<file path="config.mk">
export PLATFORM = sky130hd
export DESIGN_NAME = tcw_ctrl
export DESIGN_NICKNAME = d
export VERILOG_FILES = /design/src/rtl/tcw_pkg.sv /design/src/rtl/tcw_ctrl.sv
export SDC_FILE = /design/constraint.sdc
export NUM_CORES = 1
export LEC_CHECK = 0
export ABC_AREA = 1
export BUFFER_PORTS_ARGS = -buffer_cell sky130_fd_sc_hd__buf_2
export CAP_MARGIN = 5
export CORE_ASPECT_RATIO = 1.2
export CORE_UTILIZATION = 54
export CTS_BUF_LIST = sky130_fd_sc_hd__clkbuf_4 sky130_fd_sc_hd__clkbuf_8
export CTS_CLUSTER_SIZE = 24
export DETAILED_ROUTE_END_ITERATION = 10
export PLACE_DENSITY = 0.94
export REMOVE_ABC_BUFFERS = 1
export SYNTH_ARGS = -nofsm -noshare
export SYNTH_HDL_FRONTEND = slang
export SYNTH_SLANG_ARGS = --single-unit
export TNS_END_PERCENT = 50
</file>
<file path="constraint.sdc">
create_clock -name clk -period 3.9 [get_ports clk]
set_clock_uncertainty 0.2 [all_clocks]
set_input_delay 0.195 -clock clk [delete_from_list [all_inputs] [get_ports clk]]
set_output_delay 0.195 -clock clk [all_outputs]
set_load 0.01 [all_outputs]
</file>
<file path="src/rtl/tcw_pkg.sv">
// Package for the text console writer.
// Holds the command codes, character constants and the result record.
// No dependencies.
package tcw_pkg;

  localparam int CELL_W  = 16;
  localparam int CHAR_W  = 8;
  localparam int COLOR_W = 8;
  localparam int OROW_W  = 5;
  localparam int OCOL_W  = 7;

  localparam logic [CHAR_W-1:0]  NEWLINE_CHAR = 8'd10;
  localparam logic [CHAR_W-1:0]  SPACE_CHAR   = 8'd32;
  localparam logic [COLOR_W-1:0] RESET_COLOR  = 8'd7;

  typedef enum logic [1:0] {
    CMD_PUT   = 2'd0,
    CMD_READ  = 2'd1,
    CMD_CLEAR = 2'd2,
    CMD_NOP   = 2'd3
  } cmd_t;

  typedef struct packed {
    logic              scrolled;
    logic [OCOL_W-1:0] cursor_col;
    logic [OROW_W-1:0] cursor_row;
    logic [CELL_W-1:0] cell_entry;
  } result_t;

endpackage

</file>
<file path="src/rtl/tcw_ctrl.sv">
// Command sequencer: cursor, ring offset, fill and scroll sweeps.
// Depends on tcw_pkg; drives the ports of tcw_screen_mem.
module tcw_ctrl
  import tcw_pkg::*;
#(
  parameter int COLS = 80,
  parameter int ROWS = 25,
  parameter int RW   = 5,
  parameter int CW   = 7
) (
  input  logic               clk,
  input  logic               rst,
  input  logic [COLOR_W-1:0] text_colour,
  input  logic               in_valid,
  output logic               in_ready,
  input  logic [1:0]         in_command,
  input  logic [CHAR_W-1:0]  in_char,
  input  logic [OROW_W-1:0]  in_row,
  input  logic [OCOL_W-1:0]  in_col,
  output logic               res_valid,
  input  logic               res_ready,
  output result_t            res,
  output logic               mem_we,
  output logic [RW+CW-1:0]   mem_waddr,
  output logic [CELL_W-1:0]  mem_wdata,
  output logic               mem_re,
  output logic [RW+CW-1:0]   mem_raddr,
  input  logic [CELL_W-1:0]  mem_rdata
);

  typedef enum logic [2:0] {
    ST_FILL,
    ST_IDLE,
    ST_EXEC,
    ST_SCROLL,
    ST_RDATA,
    ST_DONE
  } state_t;

  localparam logic [RW-1:0] LAST_ROW = RW'(ROWS - 1);
  localparam logic [CW-1:0] LAST_COL = CW'(COLS - 1);
  localparam logic [RW:0]   ROWS_EXT = (RW + 1)'(ROWS);

  state_t              state;
  cmd_t                cmd;
  logic [CHAR_W-1:0]   ch;
  logic [OROW_W-1:0]   rd_row;
  logic [OCOL_W-1:0]   rd_col;
  logic [RW-1:0]       cur_row;
  logic [CW-1:0]       cur_col;
  logic [RW-1:0]       top;
  logic [RW-1:0]       sw_row;
  logic [CW-1:0]       sw_col;
  logic                fill_init;
  logic [CELL_W-1:0]   rd_cell;
  logic                scrolled;

  logic [RW-1:0]       sel_row;
  logic [RW:0]         psum;
  logic [RW-1:0]       phys_row;
  logic                in_range;
  logic                is_newline;
  logic                wrap;
  logic [CELL_W-1:0]   blank;

  // Screen row to storage row: the ring offset added modulo ROWS.
  always_comb begin
    sel_row  = (cmd == CMD_READ) ? RW'(rd_row) : cur_row;
    psum     = {1'b0, sel_row} + {1'b0, top};
    phys_row = (psum >= ROWS_EXT) ? RW'(psum - ROWS_EXT) : RW'(psum);
  end

  assign in_range   = (32'(rd_row) < ROWS) && (32'(rd_col) < COLS);
  assign is_newline = (ch == NEWLINE_CHAR);
  assign wrap       = is_newline || (cur_col == LAST_COL);
  assign blank      = {text_colour, SPACE_CHAR};

  always_comb begin
    mem_we    = 1'b0;
    mem_waddr = {phys_row, cur_col};
    mem_wdata = {text_colour, ch};
    unique case (state)
      ST_FILL: begin
        // The pass after reset always blanks in the reset colour.
        mem_we    = 1'b1;
        mem_waddr = {sw_row, sw_col};
        mem_wdata = fill_init ? {RESET_COLOR, SPACE_CHAR} : blank;
      end
      ST_SCROLL: begin
        mem_we    = 1'b1;
        mem_waddr = {top, sw_col};
        mem_wdata = blank;
      end
      ST_EXEC: begin
        mem_we = (cmd == CMD_PUT) && !is_newline;
      end
      default: begin
        mem_we = 1'b0;
      end
    endcase
  end

  assign mem_re    = (state == ST_EXEC) && (cmd == CMD_READ) && in_range;
  assign mem_raddr = {phys_row, CW'(rd_col)};

  assign in_ready       = (state == ST_IDLE);
  assign res_valid      = (state == ST_DONE);
  assign res.cell_entry = rd_cell;
  assign res.cursor_row = OROW_W'(cur_row);
  assign res.cursor_col = OCOL_W'(cur_col);
  assign res.scrolled   = scrolled;

  always_ff @(posedge clk) begin
    if (rst) begin
      state     <= ST_FILL;
      cur_row   <= '0;
      cur_col   <= '0;
      top       <= '0;
      sw_row    <= '0;
      sw_col    <= '0;
      fill_init <= 1'b1;
    end else begin
      unique case (state)
        ST_FILL: begin
          if (sw_col == LAST_COL) begin
            sw_col <= '0;
            if (sw_row == LAST_ROW) begin
              state <= fill_init ? ST_IDLE : ST_DONE;
            end else begin
              sw_row <= sw_row + 1'b1;
            end
          end else begin
            sw_col <= sw_col + 1'b1;
          end
        end
        ST_IDLE: begin
          if (in_valid) begin
            cmd    <= cmd_t'(in_command);
            ch     <= in_char;
            rd_row <= in_row;
            rd_col <= in_col;
            state  <= ST_EXEC;
          end
        end
        ST_EXEC: begin
          rd_cell  <= '0;
          scrolled <= 1'b0;
          unique case (cmd)
            CMD_PUT: begin
              if (!wrap) begin
                cur_col <= cur_col + 1'b1;
                state   <= ST_DONE;
              end else begin
                cur_col <= '0;
                if (cur_row == LAST_ROW) begin
                  scrolled <= 1'b1;
                  sw_col   <= '0;
                  state    <= ST_SCROLL;
                end else begin
                  cur_row <= cur_row + 1'b1;
                  state   <= ST_DONE;
                end
              end
            end
            CMD_READ: begin
              state <= in_range ? ST_RDATA : ST_DONE;
            end
            CMD_CLEAR: begin
              top       <= '0;
              sw_row    <= '0;
              sw_col    <= '0;
              fill_init <= 1'b0;
              state     <= ST_FILL;
            end
            default: begin
              state <= ST_DONE;
            end
          endcase
        end
        ST_SCROLL: begin
          // The old top storage row becomes the blank bottom row.
          if (sw_col == LAST_COL) begin
            top   <= (top == LAST_ROW) ? '0 : top + 1'b1;
            state <= ST_DONE;
          end else begin
            sw_col <= sw_col + 1'b1;
          end
        end
        ST_RDATA: begin
          rd_cell <= mem_rdata;
          state   <= ST_DONE;
        end
        ST_DONE: begin
          if (res_ready) begin
            state <= ST_IDLE;
          end
        end
        default: begin
          state <= ST_IDLE;
        end
      endcase
    end
  end

endmodule

</file>
==> flow_summary.toml, run 1 <==
[pwr]
ir_drop_mv = 0.462
clkPwrFrac = 0.399
p_sw_uw = 331
p_per_area_nw_per_um2 = 272
pwr-share-seq = 0.542
combPwrFrac = 0.059
switching_share = 0.224
p_int_mw = 1.15
p_leak_nw = 2.61

[floorplan]
fp-row-count = 34
start_util = 0.563
ios = 123
die_w_um = 81.8
core_area_um2 = 7320
die_h_um = 97.7
die_area_um2 = 7990

[clocking]
cts_max_level = 3
clock-root-buffer = "clkbuf_8"
cts_made_buffers = 9
clk_pin_slew_ps = 80
cts_tree = "yes"
cts_num_sinks = 72
insertion_delay_ps = 350
cts_buffer_depth = 2

[routing]
routed_via_density = 5.35
drt_iter0_drc = 327
drtAntennaViolNets = 0
drt-total-wl_mm = 11.2
route.detailed.drc = 0
num_vias = 4344
wl_per_cell_um = 13.8
drt_first_pass_iters = 5

[grt]
grt_pass1_vias = 4134
grt_antenna_before_repair = 0
grt_pass1_wl_mm = 17.4
groute.usage.overall = 0.283
grt_overflow = 0
grt_start_max_net_pins = 25

[min_path]
min-delay-start = "rst"
hold_end = "cur_col[6]"
hp-class = "in2reg"
hold_depth = 2

[yosys]
postSynthAreaPerCell_um2 = 7.48
netlist_top_cells_count = "nand2_1, inv_1, nor2_1, nand3_1, edfxtp_1"
synth_xor_area_frac = 0.0170
seq_area_frac_synth = 0.444
synth_compound_area_frac = 0.106
syn_inst = 551
ys_ff_latch = 72
synth-edff-count = 39
synth_cell_types = 33
muxShareOfSynthArea = 0
synth_area_leader_cell = "edfxtp_1"
synth_fa_ha_area_frac = 0.0534
synth_top_family_by_area = "simple AND/OR/NAND/NOR gates"
synthArstFlopShare = 0
ys_warn_count = 0
synthFlopType = "edfxtp_1"
synth_area_leaders = "edfxtp_1, dfxtp_1, nand2_1, inv_1, nand3_1"
synthesis.area_um2 = 4120
yosys.cell_count.top_type = "nand2_1"
netlist.area_leader.share = 0.284
yosys.area_share.simple = 0.281

[sta]
holdWs_ps = 86.1
fin_crit_ps = 3590
slew_headroom = 0.637
fin_setup_tns_ps = 0
tightest_slew_ps = 543
setup_violations = 0
fmax_ghz = 0.278
slew_violations = 0
grt_setup_unrepaired = "false"
finalHoldViolCount = 0
post-route-period-util = 0.922

[finish]
multiInputGateArea_um2 = 1900
n_fill_cell = 523
regArea_um2 = 1830
drive_gt1_frac = 0.219
diodes = 0
fin_util = 0.741
final_cell_area_um2 = 5420
layout.nets = 784
synthToLayoutAreaGrowth_pct = 31.6

[worst_setup_path]
crit_type = "reg2out"
cp.required_ps = 3500
start_kind = "register"
path_max_fanout = 11
r2r_slack_ps = 1770
arrival_ps = 3200
r2r_start = "sw_col[0]"
reg2reg_to = "sw_row[3]"
ff2ff_path_depth = 9
cp-end-kind = "output port"

[flow_run]
cap_violations = 0

[place]
port-buffer-count = 122
place_congestion = 0.874
dp_hpwl_mm = 7.50
placed_cell_area_um2 = 4830

[run_status]
status = "complete, no violations"
area by class of cell:
| cell class | count | share of cell area |
|---|---|---|
| multi-input combinational | 373 | 0.350 |
| sequential | 72 | 0.338 |
| timing repair buffer | 164 | 0.189 |
| inverter | 97 | 0.0671 |
| clock buffer | 9 | 0.0228 |
| tap | 90 | 0.0208 |
| clock inverter | 7 | 0.0131 |
registers in the layout, indices dropped and copies added, names as in the netlist:
signal,count
sw_row,5
cur_row,5
cmd,2
sw_col,7
rd_cell,16
cur_col,7
fill_init,1
top,5
ch,8
rd_col,7
rd_row,5
scrolled,1
state,3
timing repair:
action | 4_1_cts | 5_1_grt
hold endpoints to repair | 39 | 0
hold buffers | 39 | 0
buffers inserted | 0 | 0
resized for setup | 0 | 2
endpoints found under the setup margin | 0 | 10
kinds of logic after synthesis:
kind of cell / Yosys count
AND/OR/NAND/NOR: 269
buffers and inverters: 106
AO/OA/AOI/OAI: 79
flip-flops: 72
adder cells (fa/ha/maj): 17
XOR/XNOR: 8
per-layer routing:
metal	wire length [um]	track usage	part of all wire	vias up
li1	-	-	-	2106
met2	5960	0.526	0.53	234
met5	0	0	0	-
met4	298	0.132	0.027	0
met1	4060	0.289	0.36	1969
met3	892	0.0601	0.080	35
worst max-delay path by stage:
stage / startpoint / end / slack, ps / depth (start not counted)
final: cmd[0] / mem_waddr[9] / 310 / 15
after global routing: cmd[0] / mem_waddr[9] / 60 / 15
after CTS: cmd[0] / mem_waddr[9] / 60 / 15
after detailed placement: cmd[0] / mem_waddr[9] / 430 / 15
after global placement: cmd[0] / mem_waddr[9] / 610 / 15
after floorplan: cmd[0] / mem_waddr[11] / 820 / 14
per-stage QoR:
| stage | setup slack [ps] | instances | power, mW |
|---|---|---|---|
| 2_1_floorplan | 822 | 542 | 0.837 |
| 3_3_place_gp | 612 | 757 | 0.869 |
| 4_1_cts | 55.7 | 812 | 1.48 |
| 3_5_place_dp | 434 | 757 | 0.872 |
| 5_1_grt | 55.5 | 812 | 1.51 |
| 6_report | 305 | 812 | 1.48 |
placed cells by master, fill, tap and decap left out, drive strengths merged:
| cell | netlist | layout |
|---|---|---|
| a21oi | 35 | 35 |
| dlygate4sd3 | 0 | 39 |
| a22o | 1 | 1 |
| nand2 | 146 | 146 |
| nor3 | 5 | 5 |
| o21bai | 2 | 2 |
| xor2 | 7 | 7 |
| nand3 | 46 | 46 |
| a22oi | 3 | 3 |
| and2 | 3 | 3 |
| buf | 4 | 125 |
| clkinv | 1 | 6 |
| ha | 16 | 16 |
| o21ai | 29 | 29 |
| fa | 1 | 1 |
| clkbuf | 5 | 9 |
| o22ai | 5 | 5 |
| edfxtp | 39 | 39 |
| nand4 | 8 | 8 |
| xnor2 | 1 | 1 |
| o31ai | 1 | 1 |
| nor2 | 61 | 61 |
| o211ai | 1 | 1 |
| a21o | 1 | 1 |
| a31oi | 1 | 1 |
| bufinv | 0 | 1 |
| inv | 96 | 97 |
| dfxtp | 33 | 33 |
critical path, cell delays in order (launching register included):
cell and delay [ps]:
edfxtp_1 420, inv_1 120, nor2_4 210, o21ai_0 110, ha_1 240, fa_1 510
inv_1 70, ha_1 220, nand3_1 120, nand3_1 110, o21bai_1 300, nand2_1 90
nand2_1 90, nand2_1 60, nand2_1 60, buf_2 120
power groups by stage:
stage                     Sequential [mW]  Clock (mW)  Combinational, mW
final                               0.801       0.590             0.0864
after global placement              0.818           0             0.0514
after CTS                           0.801       0.593             0.0833
after detailed placement            0.818           0             0.0534
after floorplan                     0.817           0             0.0193
after global routing                0.802       0.617             0.0943
No activity file was read; power rests on OpenSTA's default activity.
==> run 2, diff against run 1 <==
CORE_UTILIZATION = 49   (was 54)
PLACE_DENSITY = 0.9   (was 0.94)
clock period = 3.05 ns   (was 3.9 ns; I/O delays follow)
==> run 2 against run 1 <==
  * Sequential power is 27% higher
  * Critical path depth increased by 3
  * Critical path type unchanged
  * Combinational power grew 27%
  * Sequential share of layout area decreased by 1.3 points
  * Worst setup slack worse by 470 ps
  * The run now ends with setup timing left
==> flow_summary.toml, run 2 (synthesis gave the netlist of run 1 again) <==
[run_status]
status = "complete, but fails checks"
violations = "setup timing"

[floorplan]
fp-row-count = 36
core_area_um2 = 8150
ios = 123
die_area_um2 = 8780
die_w_um = 85.7
start_util = 0.506
die_h_um = 102

[pwr]
clkPwrFrac = 0.411
p_sw_uw = 413
p_per_area_nw_per_um2 = 342
combPwrFrac = 0.057
p_leak_nw = 2.67
pwr-share-seq = 0.532
switching_share = 0.214
p_int_mw = 1.51
ir_drop_mv = 0.389

[worst_setup_path]
path_max_fanout = 5
reg2reg_to = "sw_col[1]"
cpPeakStageDelay_ps = 520
cp_slowest_cell = "fa_1"
arrival_ps = 2860
start_kind = "register"
ff2ff_path_depth = 12
path_common_cell = "nand2_1"
cp.required_ps = 2700
r2r_start = "cmd[0]"
r2r_slack_ps = 810
cp_cell_sequence = "inv_2 -> nor2_4 -> nand2_1 -> o21ai_2 -> ha_2 -> fa_1 -> inv_2 -> ha_4 -> buf_4 -> nand2_2 -> nand3_2 -> nand2_1 -> nand2_1 -> nand2_1 -> nand2_1 -> nand2_1 -> nand2_1 -> buf_2"
crit_type = "reg2out"
cp-end-kind = "output port"

[clocking]
cts_num_sinks = 72
clk_pin_slew_ps = 80
insertion_delay_ps = 370
cts_buffer_depth = 2
cts_max_level = 3
clock-root-buffer = "clkbuf_8"
cts_tree = "yes"
cts_made_buffers = 9

[sta]
tightest_slew_ps = 547
slew_violations = 0
setup_violations = 10
slew_headroom = 0.634
finalHoldViolCount = 0
fin_setup_tns_ps = -964
fin_crit_ps = 3220
fin_ws_ps = -167
fmax_ghz = 0.311
post-route-period-util = 1.05
grt_setup_unrepaired = "true"

[finish]
drive_gt1_frac = 0.254
synthToLayoutAreaGrowth_pct = 36.8
final_cell_area_um2 = 5640
n_fill_cell = 601
final_cell_mix = "nand2_1, buf_2, inv_1, nor2_1, nand3_1"
final_common_cell = "nand2_1"
reg_top3 = "rd_cell (16), ch (8)"
regMostFlops = "rd_cell"
largest_register_ff_count = 16
layout.nets = 794
diodes = 0

[grt]
grt_pass1_wl_mm = 17.6
grt_start_max_net_pins = 25
grt_overflow = 0
grt_pass1_vias = 4060
groute.usage.overall = 0.258
grt_antenna_before_repair = 0

[flow_run]
cap_violations = 0

[routing]
drt_first_pass_iters = 6
route.detailed.drc = 0
num_vias = 4338
drt_iter0_drc = 355
routed_via_density = 5.13
drtAntennaViolNets = 0
drt-total-wl_mm = 11.4
wl_per_cell_um = 13.4

[place]
port-buffer-count = 122
place_congestion = 0.914
pre_cts_slack_ps = -138
dp_hpwl_mm = 7.31
placed_cell_area_um2 = 4880

[min_path]
hold_end = "cur_col[5]"
hp-class = "in2reg"
min-delay-start = "rst"
hold_depth = 2
-- run 2: cell count changes in the layout (fill, tap and decap cells not counted), moves of 3 or more --
cell,change
buf_4,+10
clkbuf_4,+3
ha_1,-4
inv_1,-3
inv_2,+3
nand2_1,-4
nand2_2,+4
nand3_1,-5
nand3_2,+3
o21ai_0,-3
-- run 2: power by group through the flow --
stage	clock [mW]	sequential [mW]	combinational, mW
6_report	0.792	1.02	0.110
5_1_grt	0.841	1.02	0.120
2_1_floorplan	0	1.04	0.0247
3_5_place_dp	0	1.05	0.0681
3_3_place_gp	0	1.05	0.0665
4_1_cts	0.794	1.02	0.107
-- run 2: layout make-up --
type | count | area, um2 | share of cell area
Clock buffer | 13 | 160 | 0.0284
Clock inverter | 3 | 42.5 | 0.00755
Multi-Input combinational cell | 373 | 1990 | 0.353
Inverter | 97 | 364 | 0.0646
Timing Repair Buffer | 174 | 1100 | 0.196
Sequential cell | 72 | 1830 | 0.325
Tap cell | 114 | 143 | 0.0253
-- run 2: worst max path at each step --
stage                      start            end  cells after the start
after CTS                 cmd[0]   mem_waddr[9]                     16
after global placement    cmd[1]   mem_waddr[9]                     14
after floorplan           cmd[0]  mem_waddr[11]                     14
after detailed placement  cmd[0]   mem_waddr[9]                     15
after global routing      cmd[0]  mem_waddr[11]                     18
final                     cmd[0]  mem_waddr[11]                     18
-- run 2: per-stage QoR --
stage,util,hold WS (ps),power (mW),std cells
finish,0.692,44.9,1.93,846
global route,0.692,58.2,1.99,846
CTS,0.684,35.7,1.92,843
detailed placement,0.598,131,1.11,783
floorplan,-,21.6,1.07,542
global placement,0.598,129,1.11,783
-- run 2: metal layers --
| layer | vias to the layer above | routed length [um] | track usage |
|---|---|---|---|
| li1 | 2130 | - | - |
| met1 | 1932 | 4350 | 0.271 |
| met2 | 234 | 5780 | 0.482 |
| met3 | 42 | 849 | 0.0614 |
| met4 | 0 | 389 | 0.129 |
| met5 | - | 0 | 0 |
-- run 2: worst max-delay path: cells and delay by family (launching register included) --
| family | cells | cell delay (ps) |
|---|---|---|
| flip-flops | 1 | 420 |
| AND/OR/NAND/NOR | 10 | 670 |
| AO/OA/AOI/OAI | 1 | 60 |
| buffers and inverters | 4 | 460 |
| adder cells (fa/ha/maj) | 3 | 880 |
-- run 2: repair_timing --
| item | 4_1_cts | 5_1_grt |
|---|---|---|
| pin swaps | 13 | 11 |
| setup buffers | 5 | 3 |
| setup endpoints to repair | 10 | 10 |
| resized for setup | 19 | 11 |
| hold buffers | 39 | 0 |
| endpoints found under the hold margin | 39 | 0 |
| cloned | 0 | 0 |
